File: config.mk
export PLATFORM = sky130hd
export DESIGN_NAME = pid_regulator_q16_flat
export DESIGN_NICKNAME = d
export VERILOG_FILES = /design/src/hdl/pidq_pkg.sv /design/src/hdl/pidq_if.sv /design/src/hdl/pidq_regs.sv /design/src/hdl/pidq_serial_mul.sv /design/src/hdl/pid_regulator_q16.sv /design/src/flat_wrapper.sv
export SDC_FILE = /design/constraint.sdc
export NUM_CORES = 2
export LEC_CHECK = 0
export BUFFER_PORTS_ARGS = -buffer_cell sky130_fd_sc_hd__buf_2
export CORE_MARGIN = 2
export CORE_UTILIZATION = 25
export DETAILED_ROUTE_END_ITERATION = 16
export GPL_TIMING_DRIVEN = 0
export PLACE_DENSITY = 0.5
export SYNTH_ARGS = -nofsm -noshare
export SYNTH_HDL_FRONTEND = slang
export SYNTH_SLANG_ARGS = --single-unit
export TNS_END_PERCENT = 5
File: constraint.sdc
create_clock -name clk -period 9.3 [get_ports clk]
set_input_delay 1.86 -clock clk [delete_from_list [all_inputs] [get_ports clk]]
set_output_delay 1.86 -clock clk [all_outputs]
set_load 0.01 [all_outputs]
File: src/hdl/pidq_pkg.sv
`timescale 1ns / 1ps

package pidq_pkg;

	localparam int DATA_WIDTH_DEF = 32;
	localparam int FRAC_BITS_DEF  = 16;
	localparam int REG_IDX_W      = 3;
	localparam int FLAGS_W        = 5;

	// Register map, one entry per word of the configuration space; index 7 has none.
	typedef enum logic [REG_IDX_W-1:0] {
		REG_GAIN_P      = 3'd0,
		REG_GAIN_I      = 3'd1,
		REG_GAIN_D      = 3'd2,
		REG_GAIN_WINDUP = 3'd3,
		REG_LIMIT_LOW   = 3'd4,
		REG_LIMIT_HIGH  = 3'd5,
		REG_FLAGS       = 3'd6
	} pidq_reg_t;

	// Last member is bit 0 of the control register.
	typedef struct packed {
		logic int_reset;
		logic anti_windup;
		logic pid_clamp;
		logic pi_clamp;
		logic pid_mode;
	} pidq_flags_t;

	localparam logic CMD_RUN   = 1'b0;
	localparam logic CMD_CLEAR = 1'b1;

	typedef enum logic [5:0] {
		ST_IDLE  = 6'b000001,
		ST_MUL_I = 6'b000010,
		ST_MUL_P = 6'b000100,
		ST_MUL_W = 6'b001000,
		ST_MUL_D = 6'b010000,
		ST_OUT   = 6'b100000
	} pidq_state_t;

endpackage

File: src/hdl/pidq_if.sv
`timescale 1ns / 1ps

interface pidq_step_if #(parameter int DATA_WIDTH = 32);
	logic                  valid;
	logic                  ready;
	logic                  command;
	logic [DATA_WIDTH-1:0] error_in;

	modport source (output valid, output command, output error_in, input ready);
	modport sink   (input valid, input command, input error_in, output ready);
endinterface

interface pidq_drive_if #(parameter int DATA_WIDTH = 32);
	logic                  valid;
	logic                  ready;
	logic [DATA_WIDTH-1:0] drive_out;

	modport source (output valid, output drive_out, input ready);
	modport sink   (input valid, input drive_out, output ready);
endinterface

File: src/hdl/pidq_regs.sv
`timescale 1ns / 1ps

module pidq_regs import pidq_pkg::*; #(
	parameter int DATA_WIDTH  = DATA_WIDTH_DEF,
	parameter int ADDR_WIDTH  = 5,
	parameter int PDATA_WIDTH = 32
) (
	input  logic                   clk,
	input  logic                   arst_n,
	input  logic                   psel,
	input  logic                   penable,
	input  logic                   pwrite,
	input  logic [ADDR_WIDTH-1:0]  paddr,
	input  logic [PDATA_WIDTH-1:0] pwdata,
	output logic [PDATA_WIDTH-1:0] prdata,
	output logic                   pready,
	output logic [DATA_WIDTH-1:0]  gain_p,
	output logic [DATA_WIDTH-1:0]  gain_i,
	output logic [DATA_WIDTH-1:0]  gain_d,
	output logic [DATA_WIDTH-1:0]  gain_windup,
	output logic [DATA_WIDTH-1:0]  limit_low,
	output logic [DATA_WIDTH-1:0]  limit_high,
	output pidq_flags_t            flags
);

	localparam int IDX_LSB = ADDR_WIDTH - REG_IDX_W;

	logic [REG_IDX_W-1:0]  idx;
	logic                  wr_en;
	logic [DATA_WIDTH-1:0] gain_p_q, gain_i_q, gain_d_q, gain_windup_q;
	logic [DATA_WIDTH-1:0] limit_low_q, limit_high_q;
	pidq_flags_t           flags_q;

	assign idx    = paddr[ADDR_WIDTH-1:IDX_LSB];
	assign pready = 1'b1;
	assign wr_en  = psel && penable && pwrite && pready;

	always_ff @(posedge clk or negedge arst_n) begin
		if (!arst_n) begin
			gain_p_q      <= '0;
			gain_i_q      <= '0;
			gain_d_q      <= '0;
			gain_windup_q <= '0;
			limit_low_q   <= '0;
			limit_high_q  <= '0;
			flags_q       <= '0;
		end else if (wr_en) begin
			unique case (pidq_reg_t'(idx))
				REG_GAIN_P:      gain_p_q      <= pwdata[DATA_WIDTH-1:0];
				REG_GAIN_I:      gain_i_q      <= pwdata[DATA_WIDTH-1:0];
				REG_GAIN_D:      gain_d_q      <= pwdata[DATA_WIDTH-1:0];
				REG_GAIN_WINDUP: gain_windup_q <= pwdata[DATA_WIDTH-1:0];
				REG_LIMIT_LOW:   limit_low_q   <= pwdata[DATA_WIDTH-1:0];
				REG_LIMIT_HIGH:  limit_high_q  <= pwdata[DATA_WIDTH-1:0];
				REG_FLAGS:       flags_q       <= pidq_flags_t'(pwdata[FLAGS_W-1:0]);
				default: ;
			endcase
		end
	end

	always_comb begin
		prdata = '0;
		unique case (pidq_reg_t'(idx))
			REG_GAIN_P:      prdata[DATA_WIDTH-1:0] = gain_p_q;
			REG_GAIN_I:      prdata[DATA_WIDTH-1:0] = gain_i_q;
			REG_GAIN_D:      prdata[DATA_WIDTH-1:0] = gain_d_q;
			REG_GAIN_WINDUP: prdata[DATA_WIDTH-1:0] = gain_windup_q;
			REG_LIMIT_LOW:   prdata[DATA_WIDTH-1:0] = limit_low_q;
			REG_LIMIT_HIGH:  prdata[DATA_WIDTH-1:0] = limit_high_q;
			REG_FLAGS:       prdata[FLAGS_W-1:0]    = flags_q;
			default: ;
		endcase
	end

	assign gain_p      = gain_p_q;
	assign gain_i      = gain_i_q;
	assign gain_d      = gain_d_q;
	assign gain_windup = gain_windup_q;
	assign limit_low   = limit_low_q;
	assign limit_high  = limit_high_q;
	assign flags       = flags_q;

endmodule

File: src/hdl/pidq_serial_mul.sv
`timescale 1ns / 1ps

module pidq_serial_mul import pidq_pkg::*; #(
	parameter int DATA_WIDTH = DATA_WIDTH_DEF,
	parameter int FRAC_BITS  = FRAC_BITS_DEF
) (
	input  logic                  clk,
	input  logic                  arst_n,
	input  logic                  start,
	input  logic [DATA_WIDTH-1:0] op_a,
	input  logic [DATA_WIDTH-1:0] op_b,
	output logic                  done,
	output logic [DATA_WIDTH-1:0] product
);

	localparam int ACC_W = DATA_WIDTH + 2;
	localparam int CNT_W = $clog2(DATA_WIDTH);
	localparam logic [CNT_W-1:0] LAST = CNT_W'(DATA_WIDTH - 1);

	logic                  busy_q, done_q;
	logic [CNT_W-1:0]      cnt_q;
	logic [DATA_WIDTH-1:0] a_q, low_q;
	logic [ACC_W-1:0]      acc_q;
	logic [ACC_W-1:0]      a_ext, addend, acc_sum;

	// Multiplier bits are consumed LSB first from low_q; product bits shift in
	// from the top. The sign bit of op_b carries negative weight, hence the
	// subtraction on the last step.
	assign a_ext = {{2{a_q[DATA_WIDTH-1]}}, a_q};

	always_comb begin
		addend = '0;
		if (low_q[0]) begin
			addend = (cnt_q == LAST) ? (~a_ext + ACC_W'(1)) : a_ext;
		end
		acc_sum = acc_q + addend;
	end

	always_ff @(posedge clk or negedge arst_n) begin
		if (!arst_n) begin
			busy_q <= 1'b0;
			done_q <= 1'b0;
			cnt_q  <= '0;
		end else begin
			done_q <= 1'b0;
			if (start) begin
				busy_q <= 1'b1;
				cnt_q  <= '0;
			end else if (busy_q) begin
				cnt_q <= cnt_q + CNT_W'(1);
				if (cnt_q == LAST) begin
					busy_q <= 1'b0;
					done_q <= 1'b1;
				end
			end
		end
	end

	always_ff @(posedge clk) begin
		if (start) begin
			a_q   <= op_a;
			low_q <= op_b;
			acc_q <= '0;
		end else if (busy_q) begin
			acc_q <= {acc_sum[ACC_W-1], acc_sum[ACC_W-1:1]};
			low_q <= {acc_sum[0], low_q[DATA_WIDTH-1:1]};
		end
	end

	assign done    = done_q;
	assign product = {acc_q[FRAC_BITS-1:0], low_q[DATA_WIDTH-1:FRAC_BITS]};

endmodule

File: src/hdl/pid_regulator_q16.sv
`timescale 1ns / 1ps

// Fixed-point PI/PID regulator with output clamping, integral reset and
// back-calculation anti-windup.
// The step channel carries a command and an error sample. A run command gives
// one transaction on the drive channel; a clear command zeroes the integrator
// and the windup feedback on acceptance and gives no drive transaction.
// A run step uses one shift-and-add multiplier four times in a row (integral,
// proportional, windup and derivative products), each retiring one multiplier
// bit per cycle. The result passes through the output state into the output
// register; the next step can be accepted in the same cycle as the result is
// offered. One step is worked on at a time; step.ready is high only while the
// sequencer is idle. The result sits in an output register, so the next step
// is accepted while it waits. If the receiver still stalls when the following
// result is done, that result is held until the output register frees up.
// Reset clears the configuration registers, the integrator, the windup
// feedback and the previous error. The user must send configuration through
// the APB port only while idle; the block itself does not enforce this.
module pid_regulator_q16 import pidq_pkg::*; #(
	parameter int DATA_WIDTH = DATA_WIDTH_DEF,
	parameter int FRAC_BITS  = FRAC_BITS_DEF,
	localparam int PDATA_WIDTH = (DATA_WIDTH > 32) ? 64 : 32,
	localparam int ADDR_WIDTH  = REG_IDX_W + ((DATA_WIDTH > 32) ? 3 : 2)
) (
	input  logic                   clk,
	input  logic                   arst_n,
	pidq_step_if.sink              step,
	pidq_drive_if.source           drive,
	input  logic                   psel,
	input  logic                   penable,
	input  logic                   pwrite,
	input  logic [ADDR_WIDTH-1:0]  paddr,
	input  logic [PDATA_WIDTH-1:0] pwdata,
	output logic [PDATA_WIDTH-1:0] prdata,
	output logic                   pready
);

	logic [DATA_WIDTH-1:0] gain_p, gain_i, gain_d, gain_windup;
	logic [DATA_WIDTH-1:0] limit_low, limit_high;
	pidq_flags_t           flags;

	pidq_state_t           state_q;
	logic [DATA_WIDTH-1:0] integ_q, wf_q, prev_q, err_q, sum_q, drive_q;
	logic                  drive_valid_q;

	logic                  mul_start, mul_done;
	logic [DATA_WIDTH-1:0] op_a, op_b, product;
	logic                  step_acc;
	logic [DATA_WIDTH-1:0] raw, pi_out, d_sum, pid_out;
	logic                  above, below, err_pos, err_neg, int_clear;

	function automatic logic [DATA_WIDTH-1:0] clamp_fn(
		input logic [DATA_WIDTH-1:0] v,
		input logic [DATA_WIDTH-1:0] lo,
		input logic [DATA_WIDTH-1:0] hi
	);
		logic [DATA_WIDTH-1:0] r;
		r = v;
		if ($signed(hi) < $signed(v)) begin
			r = hi;
		end else if ($signed(v) < $signed(lo)) begin
			r = lo;
		end
		return r;
	endfunction

	pidq_regs #(
		.DATA_WIDTH  (DATA_WIDTH),
		.ADDR_WIDTH  (ADDR_WIDTH),
		.PDATA_WIDTH (PDATA_WIDTH)
	) u_regs (
		.clk         (clk),
		.arst_n      (arst_n),
		.psel        (psel),
		.penable     (penable),
		.pwrite      (pwrite),
		.paddr       (paddr),
		.pwdata      (pwdata),
		.prdata      (prdata),
		.pready      (pready),
		.gain_p      (gain_p),
		.gain_i      (gain_i),
		.gain_d      (gain_d),
		.gain_windup (gain_windup),
		.limit_low   (limit_low),
		.limit_high  (limit_high),
		.flags       (flags)
	);

	pidq_serial_mul #(
		.DATA_WIDTH (DATA_WIDTH),
		.FRAC_BITS  (FRAC_BITS)
	) u_mul (
		.clk     (clk),
		.arst_n  (arst_n),
		.start   (mul_start),
		.op_a    (op_a),
		.op_b    (op_b),
		.done    (mul_done),
		.product (product)
	);

	assign step.ready = (state_q == ST_IDLE);
	assign step_acc   = step.valid && step.ready;

	// PI sum and first clamp, valid while the proportional product is done.
	assign raw     = product + integ_q;
	assign above   = $signed(limit_high) < $signed(raw);
	assign below   = !above && ($signed(raw) < $signed(limit_low));
	assign pi_out  = flags.pi_clamp ? clamp_fn(raw, limit_low, limit_high) : raw;
	assign err_pos = !err_q[DATA_WIDTH-1] && (err_q != '0);
	assign err_neg = err_q[DATA_WIDTH-1];
	assign int_clear = flags.pi_clamp && flags.int_reset &&
		((above && err_pos) || (below && err_neg));

	// Derivative path, valid while the derivative product is done.
	assign d_sum = sum_q + product;
	always_comb begin
		pid_out = sum_q;
		if (flags.pid_mode) begin
			pid_out = flags.pid_clamp ? clamp_fn(d_sum, limit_low, limit_high) : d_sum;
		end
	end

	always_comb begin
		mul_start = 1'b0;
		op_a      = '0;
		op_b      = '0;
		unique case (state_q)
			ST_IDLE: begin
				if (step_acc && (step.command == CMD_RUN)) begin
					mul_start = 1'b1;
					op_a      = gain_i;
					op_b      = step.error_in - wf_q;
				end
			end
			ST_MUL_I: begin
				mul_start = mul_done;
				op_a      = gain_p;
				op_b      = err_q;
			end
			ST_MUL_P: begin
				mul_start = mul_done;
				op_a      = gain_windup;
				op_b      = raw - pi_out;
			end
			ST_MUL_W: begin
				mul_start = mul_done;
				op_a      = gain_d;
				op_b      = err_q - prev_q;
			end
			ST_MUL_D, ST_OUT: ;
			default: ;
		endcase
	end

	always_ff @(posedge clk or negedge arst_n) begin
		if (!arst_n) begin
			state_q       <= ST_IDLE;
			integ_q       <= '0;
			wf_q          <= '0;
			prev_q        <= '0;
			drive_valid_q <= 1'b0;
		end else begin
			// In the output state the load below sets valid whenever ready is high.
			if (drive.ready && (state_q != ST_OUT)) begin
				drive_valid_q <= 1'b0;
			end
			unique case (state_q)
				ST_IDLE: begin
					if (step_acc) begin
						if (step.command == CMD_CLEAR) begin
							integ_q <= '0;
							wf_q    <= '0;
						end else begin
							state_q <= ST_MUL_I;
						end
					end
				end
				ST_MUL_I: begin
					if (mul_done) begin
						integ_q <= integ_q + product;
						state_q <= ST_MUL_P;
					end
				end
				ST_MUL_P: begin
					if (mul_done) begin
						if (int_clear) begin
							integ_q <= '0;
							wf_q    <= '0;
						end
						state_q <= ST_MUL_W;
					end
				end
				ST_MUL_W: begin
					if (mul_done) begin
						// With anti-windup on, the windup term overrides a clear made by the integral reset.
						if (flags.anti_windup) begin
							wf_q <= product;
						end
						state_q <= ST_MUL_D;
					end
				end
				ST_MUL_D: begin
					if (mul_done) begin
						if (flags.pid_mode) begin
							prev_q <= err_q;
						end
						state_q <= ST_OUT;
					end
				end
				ST_OUT: begin
					if (!drive_valid_q || drive.ready) begin
						drive_valid_q <= 1'b1;
						state_q       <= ST_IDLE;
					end
				end
				default: state_q <= ST_IDLE;
			endcase
		end
	end

	always_ff @(posedge clk) begin
		if (step_acc) begin
			err_q <= step.error_in;
		end
		if ((state_q == ST_MUL_P) && mul_done) begin
			sum_q <= pi_out;
		end
		if ((state_q == ST_MUL_D) && mul_done) begin
			sum_q <= pid_out;
		end
		if ((state_q == ST_OUT) && (!drive_valid_q || drive.ready)) begin
			drive_q <= sum_q;
		end
	end

	assign drive.valid     = drive_valid_q;
	assign drive.drive_out = drive_q;

	a_clear_zeroes: assert property (@(posedge clk) disable iff (!arst_n)
		(step_acc && (step.command == CMD_CLEAR)) |=> (integ_q == '0) && (wf_q == '0))
		else $error("clear transaction did not zero integrator and feedback");

	a_run_starts: assert property (@(posedge clk) disable iff (!arst_n)
		(step_acc && (step.command == CMD_RUN)) |=> (state_q == ST_MUL_I))
		else $error("run transaction did not start the integral product");

	a_done_in_mul: assert property (@(posedge clk) disable iff (!arst_n)
		mul_done |-> ((state_q == ST_MUL_I) || (state_q == ST_MUL_P) ||
		(state_q == ST_MUL_W) || (state_q == ST_MUL_D)))
		else $error("multiplier finished outside a product step");

	a_prev_in_pid: assert property (@(posedge clk) disable iff (!arst_n)
		!$stable(prev_q) |-> $past((state_q == ST_MUL_D) && flags.pid_mode))
		else $error("previous error changed outside the derivative step");

	a_out_once: assert property (@(posedge clk) disable iff (!arst_n)
		(state_q == ST_OUT) && (!drive_valid_q || drive.ready) |=> drive_valid_q)
		else $error("finished result was not offered");

endmodule
File: src/flat_wrapper.sv
// flat-port wrapper written by rule: the top's interface ports become plain ports
module pid_regulator_q16_flat import pidq_pkg::*;
#(
	parameter int DATA_WIDTH = DATA_WIDTH_DEF,
	parameter int FRAC_BITS  = FRAC_BITS_DEF,
	localparam int PDATA_WIDTH = (DATA_WIDTH > 32) ? 64 : 32,
	localparam int ADDR_WIDTH  = REG_IDX_W + ((DATA_WIDTH > 32) ? 3 : 2)
)
  (clk, arst_n, psel, penable, pwrite, paddr, pwdata, prdata, pready, step_valid, step_command, step_error_in, step_ready, drive_valid, drive_drive_out, drive_ready);
  pidq_step_if #(.DATA_WIDTH(DATA_WIDTH)) step_i ();
  pidq_drive_if #(.DATA_WIDTH(DATA_WIDTH)) drive_i ();
  input  logic clk;
  input  logic arst_n;
  input  logic psel;
  input  logic penable;
  input  logic pwrite;
  input  logic [ADDR_WIDTH-1:0] paddr;
  input  logic [PDATA_WIDTH-1:0] pwdata;
  output logic [PDATA_WIDTH-1:0] prdata;
  output logic pready;
  input wire logic [$bits(step_i.valid)-1:0] step_valid;
  input wire logic [$bits(step_i.command)-1:0] step_command;
  input wire logic [$bits(step_i.error_in)-1:0] step_error_in;
  output wire logic [$bits(step_i.ready)-1:0] step_ready;
  output wire logic [$bits(drive_i.valid)-1:0] drive_valid;
  output wire logic [$bits(drive_i.drive_out)-1:0] drive_drive_out;
  input wire logic [$bits(drive_i.ready)-1:0] drive_ready;
  assign step_i.valid = step_valid;
  assign step_i.command = step_command;
  assign step_i.error_in = step_error_in;
  assign step_ready = step_i.ready;
  assign drive_valid = drive_i.valid;
  assign drive_drive_out = drive_i.drive_out;
  assign drive_i.ready = drive_ready;
  pid_regulator_q16 #(.DATA_WIDTH(DATA_WIDTH), .FRAC_BITS(FRAC_BITS)) u_core (.clk(clk), .arst_n(arst_n), .step(step_i), .drive(drive_i), .psel(psel), .penable(penable), .pwrite(pwrite), .paddr(paddr), .pwdata(pwdata), .prdata(prdata), .pready(pready));
endmodule
Word level (Yosys, flattened, before mapping)
Cells that the tools add are included.

operators by class
  add/sub/neg operators = 8
  $lt $le $gt $ge = 4
  eq/ne operators = 25
  mux-type cells = 49
  bitwise operators = 2
  reductions and logical operators = 38

operators with widths
  operator                                                               count
  32-bit 2-to-1 mux                                                      20
  32-bit case mux with 4 select lines                                    2
  32-bit case mux with 3 select lines                                    2
  27-bit case mux with 6 select lines                                    1
  32-bit less-than comparator                                            4
  32-bit subtractor                                                      3
  34-bit 2-to-1 mux                                                      2
  32-bit adder                                                           2
  6-bit 2-to-1 mux                                                       7
  6-bit case mux with 6 select lines                                     1
  5-bit case mux with 7 select lines                                     1
  34-bit by 1-bit adder with 34-bit output, second input constant        1
  34-bit adder                                                           1
  34-bit inverter                                                        1
  32-bit nonzero test                                                    1
  2-bit inequality test, second input constant                           9
  2-bit AND reduction                                                    8
  1-bit logical AND                                                      14
  7-bit AND reduction                                                    2
  1-bit 2-to-1 mux                                                       10
  5-bit 2-to-1 mux                                                       2
  3-bit equality test, second input constant                             3
  3-bit by 2-bit equality test with 1-bit output, second input constant  2
  6-bit by 1-bit equality test with 1-bit output, second input constant  1
  20 further kinds                                                       26

word-level totals
  register bits = 500
  output and inout bits = 67

Depth between registers and ports, before layout
  depth in word-level cells = 10
  depth in mapped cells = 49
  mapped depth without buffers = 46

Hierarchy
From an unflattened synthesis, not the netlist that was laid out.

unflattened totals
  cell total of the unflattened synthesis = 3885
  area total of the unflattened synthesis = 37050.5 µm²

modules (own cells, without submodules)
  module             times used  cells each  area each (µm²)  sequential area each (µm²)
  pid_regulator_q16  1           2576        21378.0          5461.5
  pidq_regs          1           641         9112.5           4929.7
  pidq_serial_mul    1           668         6560.0           2757.6

Worst setup path before layout
No wires, ideal clock.

  path type = register to register
  start = register u_core.u_mul.low_q[16]
  end = register u_core.u_mul.low_q[30] (data pin)
  arrival = 9200 ps
  data required time = 9033 ps
  path slack = -167 ps
  cell stages (with the launch flop) = 48
  period minus slack after synthesis = 9467 ps
  cells stage by stage = edfxtp_1 > ha_1 > fa_1 > a21o_1 > and4_1 > nor3_2 > o31ai_1 > a21oi_1 > a211oi_1 > o21ai_0 > a21boi_0 > o21ai_0 > nand2b_1 > a21o_1 > a21oi_1 > o21ai_0 > a21oi_1 > xnor2_1 > [... 12 more ...] > a22oi_1 > o22ai_1 > ha_1 > inv_1 > fa_1 > o31ai_1 > a31oi_1 > a311o_1 > a221o_1 > a211oi_2 > nor2_1 > a21oi_2 > a2111oi_1 > or3_4 > o31ai_4 > nor4b_1 > a2111oi_0 > nor2_1

between the ends
  longest elaborated chain between the ends = 8
  elaborated cells on any way between the ends = 9
  classes of those cells = add/sub: 2; order compare: 2; mux: 5

RTL lines
  item                                   RTL line                  text
  start: declaration                     pidq_serial_mul.sv:22     logic [DATA_WIDTH-1:0] a_q, low_q;
  start signal: assignment               pidq_serial_mul.sv:62     low_q <= op_b;
  start signal: assignment               pidq_serial_mul.sv:66     low_q <= {acc_sum[0], low_q[DATA_WIDTH-1:1]};
  32-bit adder *                         pid_regulator_q16.sv:107  assign raw = product + integ_q;
  32-bit less-than comparator            pid_regulator_q16.sv:61   end else if ($signed(v) < $signed(lo)) begin
  32-bit 2-to-1 mux                      pid_regulator_q16.sv:61
  32-bit 2-to-1 mux                      pid_regulator_q16.sv:59   if ($signed(hi) < $signed(v)) begin
  32-bit 2-to-1 mux                      pid_regulator_q16.sv:110  assign pi_out = flags.pi_clamp ? clamp_fn(raw, limit_low, limit_high) : raw;
  32-bit subtractor *                    pid_regulator_q16.sv:145  op_b = raw - pi_out;
  32-bit case mux with 4 select lines *  pid_regulator_q16.sv:129  unique case (state_q)
  32-bit 2-to-1 mux *                    pidq_serial_mul.sv:60     if (start) begin

Mark *: on every way between the ends. The rest lies on a longest branch, timed or not.
A chain may end at the register's enable or synchronous reset.

Worst setup path in the final report
  start = register u_core.u_mul.low_q[16]
  end = register u_core.u_mul.low_q[29] (data pin)

The elaborated chain is that of the path after synthesis.

==> flow_metrics.env <==
export IMPL_synth_top_area_share_pct=21.5
export IMPL_final_setup_tns_ns=-0.138
export IMPL_portBuffers=139
export IMPL_post_synth_top_count_cell="nand2_1"
export IMPL_vdd_drop_max_mv=0.260
export IMPL_syn_area_sq_um=35600
export IMPL_fin_skew_ns=0.0228
export IMPL_seq_area_frac_synth_pct=36.9
export IMPL_final_area_sq_um=42300
export IMPL_hold_path_class="flip-flop to flip-flop"
export IMPL_rsz0062_at_grt="true"
export IMPL_cts_htree_levels=2
export IMPL_cp_top_family="compound AO/OA/AOI/OAI gates"
export IMPL_cp_data_required_time_ns=9.79
export IMPL_period_needed_ns=9.37
export IMPL_layout_cells_non_filler=6036
export IMPL_vias=32444
export IMPL_wire_per_inst_um=25.6
export IMPL_drc=0
export IMPL_synth_simple_area_share_pct=13.2
export IMPL_antenna_found_initial=15
export IMPL_clock_fmax_mhz=107
export IMPL_postLayoutCoreUtil_pct=29.9
export IMPL_setup_violations=3
export IMPL_cp_max_fo=10
export IMPL_row_count=138
export IMPL_slew_headroom_pct=0.980
export IMPL_cts_buffers=61
export IMPL_critical_path_class="flip-flop to flip-flop"
export IMPL_crit_buf_inv=4
export IMPL_die_area_sq_um=146000
export IMPL_finalHoldViolCount=0
export IMPL_clock_root_buffer="clkbuf_16"
export IMPL_grt_use_total_pct=20.5
export IMPL_cp_start_kind="flip-flop"
export IMPL_drive_gt1_share_pct=16.0
export IMPL_synth_top_family_by_area="compound AO/OA/AOI/OAI gates"
export IMPL_syn_inst=3820
export IMPL_clk_insertion_delay_late_ns=0.68
export IMPL_arrival_ns=9.86
export IMPL_synth_area_leaders="dfrtp_1 (21%), edfxtp_1 (13%), ha_1 (10%), mux2_2 (5.9%), xnor2_1 (3.8%)"
export IMPL_cpPeakStageDelay_ns=0.64
export IMPL_synth_edf_count=160
export IMPL_async_flop_share_pct=61.4
export IMPL_num_nets_final=4469
export IMPL_yosys_area_share_adder_pct=10.7
export IMPL_gr_total_overflow=0
export IMPL_cts_sinks=500
export IMPL_postSynthNetCount=4197
export IMPL_status="finished with violations"
export IMPL_drt_total_wl_um=155000
export IMPL_hold_slack_ns=0.460
export IMPL_clkTransAtPathRegs_ns=0.06
export IMPL_first_iter_violations=3400
export IMPL_synth_warnings=0
export IMPL_gp_congestion=0.962
export IMPL_synth_common_cells="nand2_1 (341), dfrtp_1 (306), ha_1 (294)"
export IMPL_synth_xor_area_share_pct=5.95
export IMPL_slew_violations=0
export IMPL_synth_main_ff_cell="dfrtp_1"
export IMPL_cpMaxStageDelayCell="clkbuf_1"
export IMPL_grt_pass1_vias=31057
export IMPL_postPlaceCellArea_sq_um=38900
export IMPL_firstDrtPassIters=6
export IMPL_ys_ff_latch=500
export IMPL_die_w_um=382
export IMPL_top_register="u_core.u_mul.acc_q"
export IMPL_violations="capacitance limit, setup timing"
export IMPL_worstSetupEndpointType="flip-flop"
export IMPL_grt_pass1_wl_um=220000
export IMPL_area_growth_pct=18.7
export IMPL_largest_reg_flops=33
export IMPL_yosysUniqueCellTypes=102
export IMPL_p_leak_nw=17.9
export IMPL_post_route_period_util_pct=101
export IMPL_via_per_inst=5.38
export IMPL_core_sq_um=142000
export IMPL_layout_setup_ws_ns=-0.0664
export IMPL_power_density_nw_per_um2=441
export IMPL_tightest_slew_ns=1.47
export IMPL_placedCellCount=5857
export IMPL_synthMuxAreaShare_pct=6.89
export IMPL_initial_core_util_pct=25.2
export IMPL_die_y_um=382
export IMPL_synth_top_cell_by_area="dfrtp_1"
export IMPL_ant_nets=0
export IMPL_postSynthAreaPerCell_sq_um=9.33
export IMPL_synth_compound_area_share_pct=21.9
export IMPL_clock_path_buffers=3
export IMPL_cts_tree="yes"
export IMPL_io_pins=144
export IMPL_max_cap_viol_count=1
export IMPL_grt_max_degree=112
export IMPL_dp_final_hpwl_um=120000
## through the flow
step / setup slack (ns) / total power, mW
floorplan: 0.0274 / 10.3
global placement: -3.93 / 14.3
detailed placement: -3.87 / 14.4
CTS: -0.219 / 18.0
global route: -0.394 / 19.6
finish: -0.0664 / 18.7
## report_power, final
group / internal [mW] / switching [mW] / total, mW
logic: 4.56 / 8.05 / 12.6
clock network: 1.50 / 1.03 / 2.53
registers: 2.84 / 0.668 / 3.50
total: 8.90 / 9.76 / 18.7
## worst paths after layout
path | startpoint | to | slack, ns | cells past startpoint
worst max-delay path | u_core.u_mul.low_q[16] | u_core.u_mul.low_q[29] | -0.07 | 39
worst min-delay path | u_core.sum_q[16] | u_core.drive.drive_out[16] | 0.46 | 0
worst max register to register | u_core.u_mul.low_q[16] | u_core.u_mul.low_q[29] | -0.07 | 39
worst min register to register | u_core.sum_q[16] | u_core.drive.drive_out[16] | 0.46 | 0
max in group asynchronous | arst_n | u_core.prev_q[20] | 6.56 | 4
min in group asynchronous | arst_n | u_core.u_regs.gain_i[7] | 1.16 | 2
## area by class of cell
cell class                      instances  area, sq um
Timing Repair Buffer                  219         1440
Clock inverter                         34          419
Fill cell                           15029        99300
Buffer                                175          757
Tap cell                             1890         2360
Multi-Input combinational cell       2893        21600
Inverter                              242          908
Antenna cell                            3         7.51
Sequential cell                       500        13200
Clock buffer                           80         1660
## metal layers
metal  vias up  GRT usage (%)  part of all wire [%]
li1      14698              -                     -
met1     16113           27.8                    43
met2      1303           31.7                    44
met3       318           3.64                   7.4
met4        12           9.59                   5.3
met5         -              0                 0.050
## cells in the final DEF (no fill, tap or decap), types with 44 or more instances in the layout
master / n
a21o_1: 88
a21oi_1: 235
a22oi_1: 106
buf_2: 142
buf_4: 72
clkbuf_1: 163
clkbuf_16: 62
dfrtp_1: 306
edfxtp_1: 160
ha_1: 285
inv_1: 237
mux2_2: 186
nand2_1: 337
nand3_1: 126
nor2_1: 210
nor3_1: 54
o21ai_0: 233
o31ai_1: 44
xnor2_1: 148
xor2_1: 57
## cell families after synthesis
family	Yosys count
simple gates	994
mux	222
buf+inv	427
compound gates	1150
other cells	1
xor+xnor	226
fa+ha+maj	300
flops	500
## timing repair
item | CTS | global route
endpoints found under the setup margin | 122 | 37
buffers inserted | 54 | 18
pin swaps | 54 | 65
hold buffers | 0 | 0
gates resized for setup | 139 | 46
Power figures use the tool's default switching activity.
